[src/chassis_serial_frame_decoder_core_assert.svh]
// assertion macros shared by the frame decoder modules
// expects signals named clk and rst in the including module
`ifndef CHASSIS_SERIAL_FRAME_DECODER_CORE_ASSERT_SVH
`define CHASSIS_SERIAL_FRAME_DECODER_CORE_ASSERT_SVH

// same-cycle implication, checked outside reset
`define CSFD_ASSERT_IMP(lbl, ante, cons, msg) \
  lbl: assert property (@(posedge clk) disable iff (rst) (ante) |-> (cons)) \
    else $error(msg);

// next-cycle implication, checked outside reset
`define CSFD_ASSERT_NXT(lbl, ante, cons, msg) \
  lbl: assert property (@(posedge clk) disable iff (rst) (ante) |=> (cons)) \
    else $error(msg);

`endif

[src/csfd_pkg.sv]
// shared constants, codes and types of the chassis serial frame decoder
// no dependencies
package csfd_pkg;

  // frame store geometry
  localparam int FRAME_BYTES = 64;
  localparam int ADDR_W      = $clog2(FRAME_BYTES);
  localparam int CNT_W       = $clog2(FRAME_BYTES + 1);

  // framing bytes
  localparam logic [7:0] HDR_FIRST  = 8'hAE;
  localparam logic [7:0] HDR_SECOND = 8'hEA;
  localparam logic [7:0] TAIL_FIRST  = 8'hEF;
  localparam logic [7:0] TAIL_SECOND = 8'hFE;

  // frame kinds
  localparam logic [7:0] KIND_MOTOR  = 8'h07;
  localparam logic [7:0] KIND_EMPTYA = 8'h08;
  localparam logic [7:0] KIND_ODOM   = 8'hA7;
  localparam logic [7:0] KIND_IMU    = 8'hA0;
  localparam logic [7:0] KIND_REMOTE = 8'hA3;
  localparam logic [7:0] KIND_EMPTYB = 8'hAC;

  // length byte counts everything but header and tail
  localparam logic [8:0] LEN_EXTRA = 9'd4;
  // remote window widening
  localparam logic [16:0] RC_MARGIN = 17'd200;

  // result status codes
  localparam logic [2:0] ST_VALUE    = 3'd0;
  localparam logic [2:0] ST_EMPTY    = 3'd1;
  localparam logic [2:0] ST_UNKNOWN  = 3'd2;
  localparam logic [2:0] ST_LEN_ERR  = 3'd3;
  localparam logic [2:0] ST_OVERFLOW = 3'd4;

  // configuration register indexes
  localparam logic [1:0] CFG_RC_LOW  = 2'd0;
  localparam logic [1:0] CFG_RC_HIGH = 2'd1;

  // capture side to unpack side
  typedef struct packed {
    logic             start;
    logic [CNT_W-1:0] count;
    logic             overflow;
  } csfd_frame_t;

  // one result item
  typedef struct packed {
    logic [7:0]  kind;
    logic [2:0]  status;
    logic [3:0]  index;
    logic [31:0] value;
    logic        rc_in_range;
    logic        last;
  } csfd_result_t;

endpackage

[src/csfd_capture.sv]
// byte capture: header hunt, frame store, tail detection
// depends on csfd_pkg and the assertion macro header
`include "chassis_serial_frame_decoder_core_assert.svh"

module csfd_capture import csfd_pkg::*; (
  input  logic              clk,
  input  logic              rst,
  input  logic              take,
  input  logic [7:0]        rx_byte,
  input  logic [ADDR_W-1:0] rd_addr,
  output logic [7:0]        rd_data,
  output csfd_frame_t       frame
);

  logic [7:0]       prev;
  logic             in_frame;
  logic [CNT_W-1:0] count;
  logic             overflow;
  logic [7:0]       mem [FRAME_BYTES];
  logic             room;
  logic             hdr_hit;
  logic             tail_hit;

  assign room     = count < CNT_W'(FRAME_BYTES);
  assign hdr_hit  = (prev == HDR_FIRST) && (rx_byte == HDR_SECOND);
  assign tail_hit = (prev == TAIL_FIRST) && (rx_byte == TAIL_SECOND);

  // framing control
  always_ff @(posedge clk) begin
    if (rst) begin
      prev     <= '0;
      in_frame <= 1'b0;
      count    <= '0;
      overflow <= 1'b0;
    end else if (take) begin
      prev <= rx_byte;
      if (!in_frame) begin
        if (hdr_hit) begin
          in_frame <= 1'b1;
          count    <= CNT_W'(2);
          overflow <= 1'b0;
        end
      end else begin
        if (room) begin
          count <= count + CNT_W'(1);
        end else begin
          overflow <= 1'b1;
        end
        if (tail_hit) begin
          in_frame <= 1'b0;
        end
      end
    end
  end

  // frame store, header positions are never read back so they are not written
  always_ff @(posedge clk) begin
    if (take && in_frame && room) begin
      mem[count[ADDR_W-1:0]] <= rx_byte;
    end
  end

  // registered read port
  always_ff @(posedge clk) begin
    rd_data <= mem[rd_addr];
  end

  assign frame.start    = take && in_frame && tail_hit;
  assign frame.count    = count;
  assign frame.overflow = overflow;

  `CSFD_ASSERT_IMP(a_count_bound, 1'b1, count <= CNT_W'(FRAME_BYTES), "store count past depth")
  `CSFD_ASSERT_NXT(a_start_closes, frame.start, !in_frame && count >= CNT_W'(4),
    "closed frame still open or too short")
  `CSFD_ASSERT_NXT(a_header_opens, take && !in_frame && hdr_hit,
    in_frame && count == CNT_W'(2) && !overflow, "header did not open a frame")

endmodule

[src/csfd_unpack.sv]
// result sequencer: reads the stored frame one byte per step and shifts
// each byte into a value register; depends on csfd_pkg and the macro header
`include "chassis_serial_frame_decoder_core_assert.svh"

module csfd_unpack import csfd_pkg::*; (
  input  logic              clk,
  input  logic              rst,
  input  csfd_frame_t       frame,
  input  logic [15:0]       rc_low,
  input  logic [15:0]       rc_high,
  output logic [ADDR_W-1:0] rd_addr,
  input  logic [7:0]        rd_data,
  output logic              busy,
  output logic              res_valid,
  input  logic              res_ready,
  output csfd_result_t      res
);

  localparam logic [1:0] S_IDLE = 2'd0;
  localparam logic [1:0] S_ADDR = 2'd1;
  localparam logic [1:0] S_DATA = 2'd2;
  localparam logic [1:0] S_OUT  = 2'd3;

  localparam logic [1:0] M_NONE = 2'd0;
  localparam logic [1:0] M_W32  = 2'd1;
  localparam logic [1:0] M_S16  = 2'd2;
  localparam logic [1:0] M_RC   = 2'd3;

  logic [1:0]       state;
  logic [1:0]       mode;
  logic             hdr;
  logic [CNT_W-1:0] pos;
  logic [2:0]       nleft;
  logic [3:0]       idx;
  logic [3:0]       idx_last;
  logic [31:0]      val;
  logic [7:0]       kind;
  logic [2:0]       status;
  logic             rc_ok;

  logic [7:0]  byte_in;
  logic [31:0] val_shift;
  logic [15:0] ch1;
  logic        ch1_ok;
  logic [2:0]  hdr_status;
  logic [1:0]  hdr_mode;
  logic [3:0]  hdr_last;
  logic        out_last;

  // bytes per value for a mode and result index
  function automatic logic [2:0] width_for(input logic [1:0] m, input logic [3:0] i);
    logic [2:0] w;
    w = 3'd1;
    unique case (m)
      M_W32:   w = 3'd4;
      M_S16:   w = 3'd2;
      M_RC:    w = (i < 4'd4) ? 3'd2 : 3'd1;
      default: w = 3'd1;
    endcase
    return w;
  endfunction

  // positions past the stored count read as zero
  assign byte_in   = (pos < frame.count) ? rd_data : 8'h00;
  assign val_shift = {val[23:0], byte_in};
  assign rd_addr   = pos[ADDR_W-1:0];

  // remote channel one window, widened on both sides
  assign ch1    = val_shift[15:0];
  assign ch1_ok = (({1'b0, ch1} + RC_MARGIN) >= {1'b0, rc_low}) &&
                  ({1'b0, ch1} <= ({1'b0, rc_high} + RC_MARGIN));

  // frame classification once length and kind are in
  always_comb begin
    hdr_status = ST_VALUE;
    hdr_mode   = M_NONE;
    hdr_last   = 4'd0;
    priority if (frame.overflow) begin
      hdr_status = ST_OVERFLOW;
    end else if (({1'b0, val[7:0]} + LEN_EXTRA) != 9'(frame.count)) begin
      hdr_status = ST_LEN_ERR;
    end else if (byte_in == KIND_MOTOR) begin
      hdr_mode = M_W32;
      hdr_last = 4'd11;
    end else if (byte_in == KIND_ODOM) begin
      hdr_mode = M_S16;
      hdr_last = 4'd2;
    end else if (byte_in == KIND_IMU) begin
      hdr_mode = M_S16;
      hdr_last = 4'd11;
    end else if (byte_in == KIND_REMOTE) begin
      hdr_mode = M_RC;
      hdr_last = 4'd9;
    end else if (byte_in == KIND_EMPTYA || byte_in == KIND_EMPTYB) begin
      hdr_status = ST_EMPTY;
    end else begin
      hdr_status = ST_UNKNOWN;
    end
  end

  assign out_last = (status != ST_VALUE) || (idx == idx_last);

  // sequencer
  always_ff @(posedge clk) begin
    if (rst) begin
      state    <= S_IDLE;
      mode     <= M_NONE;
      hdr      <= 1'b0;
      pos      <= '0;
      nleft    <= '0;
      idx      <= '0;
      idx_last <= '0;
      val      <= '0;
      kind     <= '0;
      status   <= ST_VALUE;
      rc_ok    <= 1'b0;
    end else begin
      unique case (state)
        S_IDLE: begin
          if (frame.start) begin
            state  <= S_ADDR;
            hdr    <= 1'b1;
            pos    <= CNT_W'(2);
            nleft  <= 3'd2;
            idx    <= '0;
            val    <= '0;
            rc_ok  <= 1'b0;
            status <= ST_VALUE;
            mode   <= M_NONE;
          end
        end
        S_ADDR: begin
          state <= S_DATA;
        end
        S_DATA: begin
          pos <= pos + CNT_W'(1);
          if (nleft != 3'd1) begin
            val   <= val_shift;
            nleft <= nleft - 3'd1;
            state <= S_ADDR;
          end else if (hdr) begin
            hdr      <= 1'b0;
            kind     <= byte_in;
            status   <= hdr_status;
            mode     <= hdr_mode;
            idx_last <= hdr_last;
            val      <= '0;
            nleft    <= width_for(hdr_mode, 4'd0);
            state    <= (hdr_status != ST_VALUE) ? S_OUT : S_ADDR;
          end else begin
            val   <= val_shift;
            state <= S_OUT;
            if (mode == M_RC && idx == 4'd0) begin
              rc_ok <= ch1_ok;
            end
          end
        end
        S_OUT: begin
          if (res_ready) begin
            if (out_last) begin
              state <= S_IDLE;
            end else begin
              idx   <= idx + 4'd1;
              val   <= '0;
              nleft <= width_for(mode, idx + 4'd1);
              state <= S_ADDR;
            end
          end
        end
        default: state <= S_IDLE;
      endcase
    end
  end

  assign busy      = state != S_IDLE;
  assign res_valid = state == S_OUT;

  always_comb begin
    res.kind        = kind;
    res.status      = status;
    res.index       = idx;
    res.value       = (mode == M_S16) ? {{16{val[15]}}, val[15:0]} : val;
    res.rc_in_range = rc_ok;
    res.last        = out_last;
  end

  `CSFD_ASSERT_IMP(a_start_idle, frame.start, state == S_IDLE, "frame closed while unpacking")
  `CSFD_ASSERT_NXT(a_last_frees, res_valid && res_ready && res.last, state == S_IDLE,
    "sequencer busy after last item")
  `CSFD_ASSERT_IMP(a_status_plain, res_valid && status != ST_VALUE,
    idx == 4'd0 && val == 32'd0 && !rc_ok, "status item carries data")

endmodule

[src/chassis_serial_frame_decoder_core.sv]
// top of the chassis serial frame decoder, on csfd_pkg, csfd_capture and csfd_unpack
// decoding: a tail byte starts it; length and kind are read first, then each payload
// byte through the registered frame store read, and each result waits for m_tready
// throughput: one input byte per cycle outside a frame drain, none during it
// reset: synchronous; hunting for a header, store count cleared, limits 1000/2000
module chassis_serial_frame_decoder_core import csfd_pkg::*; (
  input  logic        clk,
  input  logic        rst,
  // input item: [7:0] rx_byte
  input  logic        s_tvalid,
  output logic        s_tready,
  input  logic [7:0]  s_tdata,
  // result item: [7:0] frame_kind, [10:8] status, [14:11] value_index,
  // [46:15] value, [47] zero
  output logic        m_tvalid,
  input  logic        m_tready,
  output logic [47:0] m_tdata,
  // [0] rc_in_range
  output logic [0:0]  m_tuser,
  output logic        m_tlast,
  input  logic        cfg_valid,
  output logic        cfg_ready,
  input  logic [1:0]  cfg_index,
  input  logic [15:0] cfg_data
);

  logic              take;
  logic              busy;
  logic [ADDR_W-1:0] rd_addr;
  logic [7:0]        rd_data;
  csfd_frame_t       frame;
  csfd_result_t      res;
  logic [15:0]       rc_low;
  logic [15:0]       rc_high;

  assign s_tready  = !busy;
  assign take      = s_tvalid && s_tready;
  assign cfg_ready = 1'b1;

  // configuration registers
  always_ff @(posedge clk) begin
    if (rst) begin
      rc_low  <= 16'd1000;
      rc_high <= 16'd2000;
    end else if (cfg_valid) begin
      if (cfg_index == CFG_RC_LOW) begin
        rc_low <= cfg_data;
      end else if (cfg_index == CFG_RC_HIGH) begin
        rc_high <= cfg_data;
      end
    end
  end

  csfd_capture u_capture (
    .clk     (clk),
    .rst     (rst),
    .take    (take),
    .rx_byte (s_tdata),
    .rd_addr (rd_addr),
    .rd_data (rd_data),
    .frame   (frame)
  );

  csfd_unpack u_unpack (
    .clk       (clk),
    .rst       (rst),
    .frame     (frame),
    .rc_low    (rc_low),
    .rc_high   (rc_high),
    .rd_addr   (rd_addr),
    .rd_data   (rd_data),
    .busy      (busy),
    .res_valid (m_tvalid),
    .res_ready (m_tready),
    .res       (res)
  );

  // result packing
  assign m_tdata    = {1'b0, res.value, res.index, res.status, res.kind};
  assign m_tuser[0] = res.rc_in_range;
  assign m_tlast    = res.last;

endmodule
[config.mk]
export PLATFORM = sky130hd
export DESIGN_NAME = chassis_serial_frame_decoder_core
export DESIGN_NICKNAME = d
export VERILOG_FILES = /design/src/csfd_pkg.sv /design/src/csfd_capture.sv /design/src/csfd_unpack.sv /design/src/chassis_serial_frame_decoder_core.sv
export VERILOG_INCLUDE_DIRS = /design/src /design/src/src
export SDC_FILE = /design/constraint.sdc
export NUM_CORES = 1
export LEC_CHECK = 0
export ABC_AREA = 1
export BUFFER_PORTS_ARGS = -buffer_cell sky130_fd_sc_hd__buf_2
export CAP_MARGIN = 0
export CELL_PAD_IN_SITES_DETAIL_PLACEMENT = 0
export CELL_PAD_IN_SITES_GLOBAL_PLACEMENT = 1
export CORE_ASPECT_RATIO = 1.25
export CORE_MARGIN = 2
export CORE_UTILIZATION = 50
export DETAILED_ROUTE_END_ITERATION = 16
export PLACE_DENSITY_LB_ADDON = 0.1
export SYNTH_ARGS = -nofsm -noshare
export SYNTH_HDL_FRONTEND = slang
export SYNTH_SLANG_ARGS = --single-unit
[constraint.sdc]
create_clock -name clk -period 3.55 [get_ports clk]
set_input_delay 0.71 -clock clk [delete_from_list [all_inputs] [get_ports clk]]
set_output_delay 0.71 -clock clk [all_outputs]
set_load 0.005 [all_outputs]
==> parameters.txt <==
Parameter                              Value

Timing
  Number of hold violations in the final report ... 0
  Crit path time final ... roughly 3.3 ns
  Max-slew violation count ... 0
  Worst Skew ... about 0.010 ns
  Worst-case headroom to the max-slew limit ... a little over a tenth
  Final worst-path cycle share ... 91.6%
  Max Clock Freq ... 308 MHz
  Pin slew with the least headroom to its limit ... 1.34 ns
  Final setup violating endpoints ... 0

Floorplan
  Io pins ... 84
  Row count ... 95
  Floorplan die height ... 263 um
  Core region area ... 53500 um^2
  Chip width ... 211 um
  Die footprint ... 55700 um^2
  Starting density of the core ... 50.3%

Setup path
  Cell chain of the critical path ... inv_1 -> ha_1 -> nand2_1 -> nand2_1 -> a21oi_4 -> nand3_4 -> inv_4 -> ha_1 -> inv_1 -> o21ai_4 -> nand4_1 -> xnor2_1 -> ha_1 -> nand2_1 -> nor2_1 -> a211oi_1 -> nand2_1 -> nand2_1 -> nand2_1 -> nand2_1 -> nand2_1 -> nand3_1 -> a21oi_1
  Launching element type of the critical path ... register
  Cell at the slowest stage of the critical path ... sky130_fd_sc_hd__dfxtp_1
  Count of cells along the worst register-to-register path ... 23
  Most numerous cell on the critical path ... sky130_fd_sc_hd__nand2_1
  Kind of cell adding the most delay to the critical path ... simple AND/OR/NAND/NOR gates
  Maximum single-stage delay on the critical path ... around 0.33 ns
  Critical path depth ... 23
  Required time of the critical path ... slightly above 4 ns
  Nature of the critical path endpoint ... register
  Critical path start-end classification ... reg -> reg
  Buffering stage count on the worst path with inverters included ... 3
  Max FO, Critical Path ... 6
  Critical Path AT ... 3.74 ns

Min path
  Worst Hold Path Cells ... 3
  Path type of the worst min-delay path ... in -> reg

Finish
  Layout Cell Area excl Fill ... 30600 um^2
  Final cell utilization of the core ... 57.2%
  Fraction of final layout cells with drive strength greater than 1 ... between 10% and 20%
  Final net count ... 2660
  Antenna Diode Count ... 0
  Layout Area Growth over Synthesis ... 13.8%

Synthesis
  Dominant register cell in the synthesized netlist ... sky130_fd_sc_hd__edfxtp_1
  Count of synthesis-stage warnings from yosys ... 0
  Post-synth design cell area ... approximately 27000 um^2
  Cells taking the most area after synthesis ... sky130_fd_sc_hd__edfxtp_1, sky130_fd_sc_hd__dfxtp_1, sky130_fd_sc_hd__o21ai_0
  Syn avg cell area ... between 10 and 15 um^2
  Post-synthesis net count ... 2543
  Register area share after synthesis ... 66.3%
  Number of synthesized register bits ... 634
  Synthesized instance count ... 2466
  Unique cell type count in the Yosys netlist ... 47
  Area share of the leading cell type in the synthesized netlist ... 57.2%
  Share of flip-flops with an asynchronous set or reset after synthesis ... 0%
  EDFF count, synth ... 512
  Cell taking the most area after synthesis ... sky130_fd_sc_hd__edfxtp_1

Drt
  Count of antenna-violating nets left after detailed routing ... 0
  Via/cell ratio ... 5.78
  Aggregate routed wire length ... 73400 um
  Via count of the routed design ... 19157
  Drt wl/cell ... ~22 um
  DRC violations left ... 0
  First-pass iteration count of the detailed router ... 5
  Number of DRC markers in iteration 0 ... 1812

Placement
  PortBufs ... 81
  Placer Congestion ... 0.864
  Cell area after placement ... 28400 um^2
  Post-detailed-placement half-perimeter wirelength ... approximately 46000 um

Clocking
  Count of H-tree levels built during CTS ... 2
  Clock slew at the register clock pins of the worst setup and hold paths ... 0.07 ns
  Count of clock tree sinks ... 634
  TritonCTS clock tree ... done
  Insertion delay to the later sink of the worst-skew pair ... 0.63 ns
  Maximum number of buffers from clock root to sink ... 3
  Cell at the root of the clock tree ... sky130_fd_sc_hd__clkbuf_16
  Number of buffers inserted during clock tree synthesis ... 60

Job
  Number of violations of the max-capacitance limit ... 0

Global routing
  Remaining global-route overflow ... 0
  Vias in the first global route ... roughly 19000
  Maximum number of pins on one net before global-route repair ... 257
  Antenna violations before repair ... 2
  Wire length of the first global-routing pass ... 110000 um
  Combined global-route utilization of all metal layers ... 26.3%

Power and ir drop
  Peak supply drop ... 0.000424 V
  Lkg Pwr ... 11.0 nW
  Pwr Density ... 493 nW/um^2

Outcome
  Outcome ... finished clean
-- sequential cells by signal, indices dropped and copies added (netlist names), 7 cells and up --
register           count
u_capture.prev         8
u_capture.count        7
u_capture.mem        512
rc_low                16
u_capture.rd_data      8
u_unpack.pos           7
rc_high               16
u_unpack.val          32
u_unpack.kind          8
-- through the flow --
step	cells	worst slack (ns)	TNS, ns	hold slack [ns]	total power [mW]
global route	3312	-0.000139	-0.000139	0.307	15.5
detailed placement	3194	0.0759	0	0.455	8.50
finish	3312	0.299	0	0.296	15.1
global placement	3194	0.184	0	0.447	8.49
floorplan	2466	0.341	0	0.435	8.32
CTS	3306	0.0518	0	0.274	15.2
-- power by group --
part | switching, mW | total (mW) | leakage (nW) | internal [mW]
combinational | 0.216 | 0.279 | 4.41 | 0.0627
clock | 2.82 | 6.74 | 1.01 | 3.92
sequential | 0.0151 | 8.06 | 5.59 | 8.04
-- cells by family (layout without fill, tap and decap cells) --
family / after synthesis / count (layout) / synth area share, %
other: 2 / 2 / 0.0279
adder cells (fa/ha/maj): 46 / 46 / 2.14
buffers and inverters: 284 / 451 / 4.38
AO/OA/AOI/OAI: 608 / 608 / 12.8
AND/OR/NAND/NOR: 857 / 857 / 13.2
XOR/XNOR: 35 / 35 / 1.14
flip-flops: 634 / 634 / 66.3
-- cell type report --
class                      instances  area (um^2)
timing repair buffer             212         1440
clock buffer                      68         1540
tap                              679          850
fill                            4569        22900
multi-input combinational       1548         7930
clock inverter                    44          523
sequential                       634        17800
inverter                         127          487
-- metal layers --
layer / vias to the layer above / GRT usage, % / share of wire [%]
met2: 577 / 45.8 / 50
met1: 9373 / 32.4 / 40
met3: 157 / 3.72 / 5.3
li1: 9050 / - / -
met5: - / 0 / 0
met4: 0 / 11.7 / 4.5
-- path summary, 6_finish.rpt --
check,slack [ns],end,from
max,0.30,u_unpack.rc_ok$_SDFFE_PP0P_,u_capture.count[4]$_SDFFE_PP0P_
min,0.30,rc_high[10]$_SDFFE_PP1P_,cfg_data[10]
max reg2reg,0.30,u_unpack.rc_ok$_SDFFE_PP0P_,u_capture.count[4]$_SDFFE_PP0P_
min reg2reg,0.46,u_unpack.val[29]$_SDFFE_PP0P_,u_unpack.val[29]$_SDFFE_PP0P_
-- cells in the final DEF (no fill, tap or decap), drive strengths merged --
cell,count
xor2,22
o21a,1
nand2,318
o22ai,82
dfxtp,122
nor4,2
bufinv,11
nor2,388
inv,125
a21oi,116
o221ai,48
buf,212
a221oi,2
nand4,31
nand3,99
o21ai,319
conb,2
o31ai,1
clkinv,32
ha,46
clkinvlp,3
a21o,1
a211oi,5
xnor2,13
o21bai,1
clkbuf,68
nor3b,1
a31oi,2
nor3,18
o41ai,2
o211ai,27
o311ai,1
edfxtp,512
-- cells in the mapped netlist (all sizes together) (46+ instances only) --
cell,instances
a21oi,116
buf,47
clkbuf,110
dfxtp,122
edfxtp,512
ha,46
inv,123
nand2,318
nand3,99
nor2,388
o21ai,319
o221ai,48
o22ai,82
-- tightest hold or removal path, stage by stage --
cell and delay, ns:
sky130_fd_sc_hd__buf_2 0.09, sky130_fd_sc_hd__nand2_1 0.05, sky130_fd_sc_hd__nand3_1 0.05
-- repair_timing --
action / 4_1_cts / 5_1_grt
endpoints found under the setup margin: 0 / 1
buffers inserted: 0 / 6
resized for setup: 0 / 9
hold buffers: 0 / 0
(Power assumes the default switching activity.)
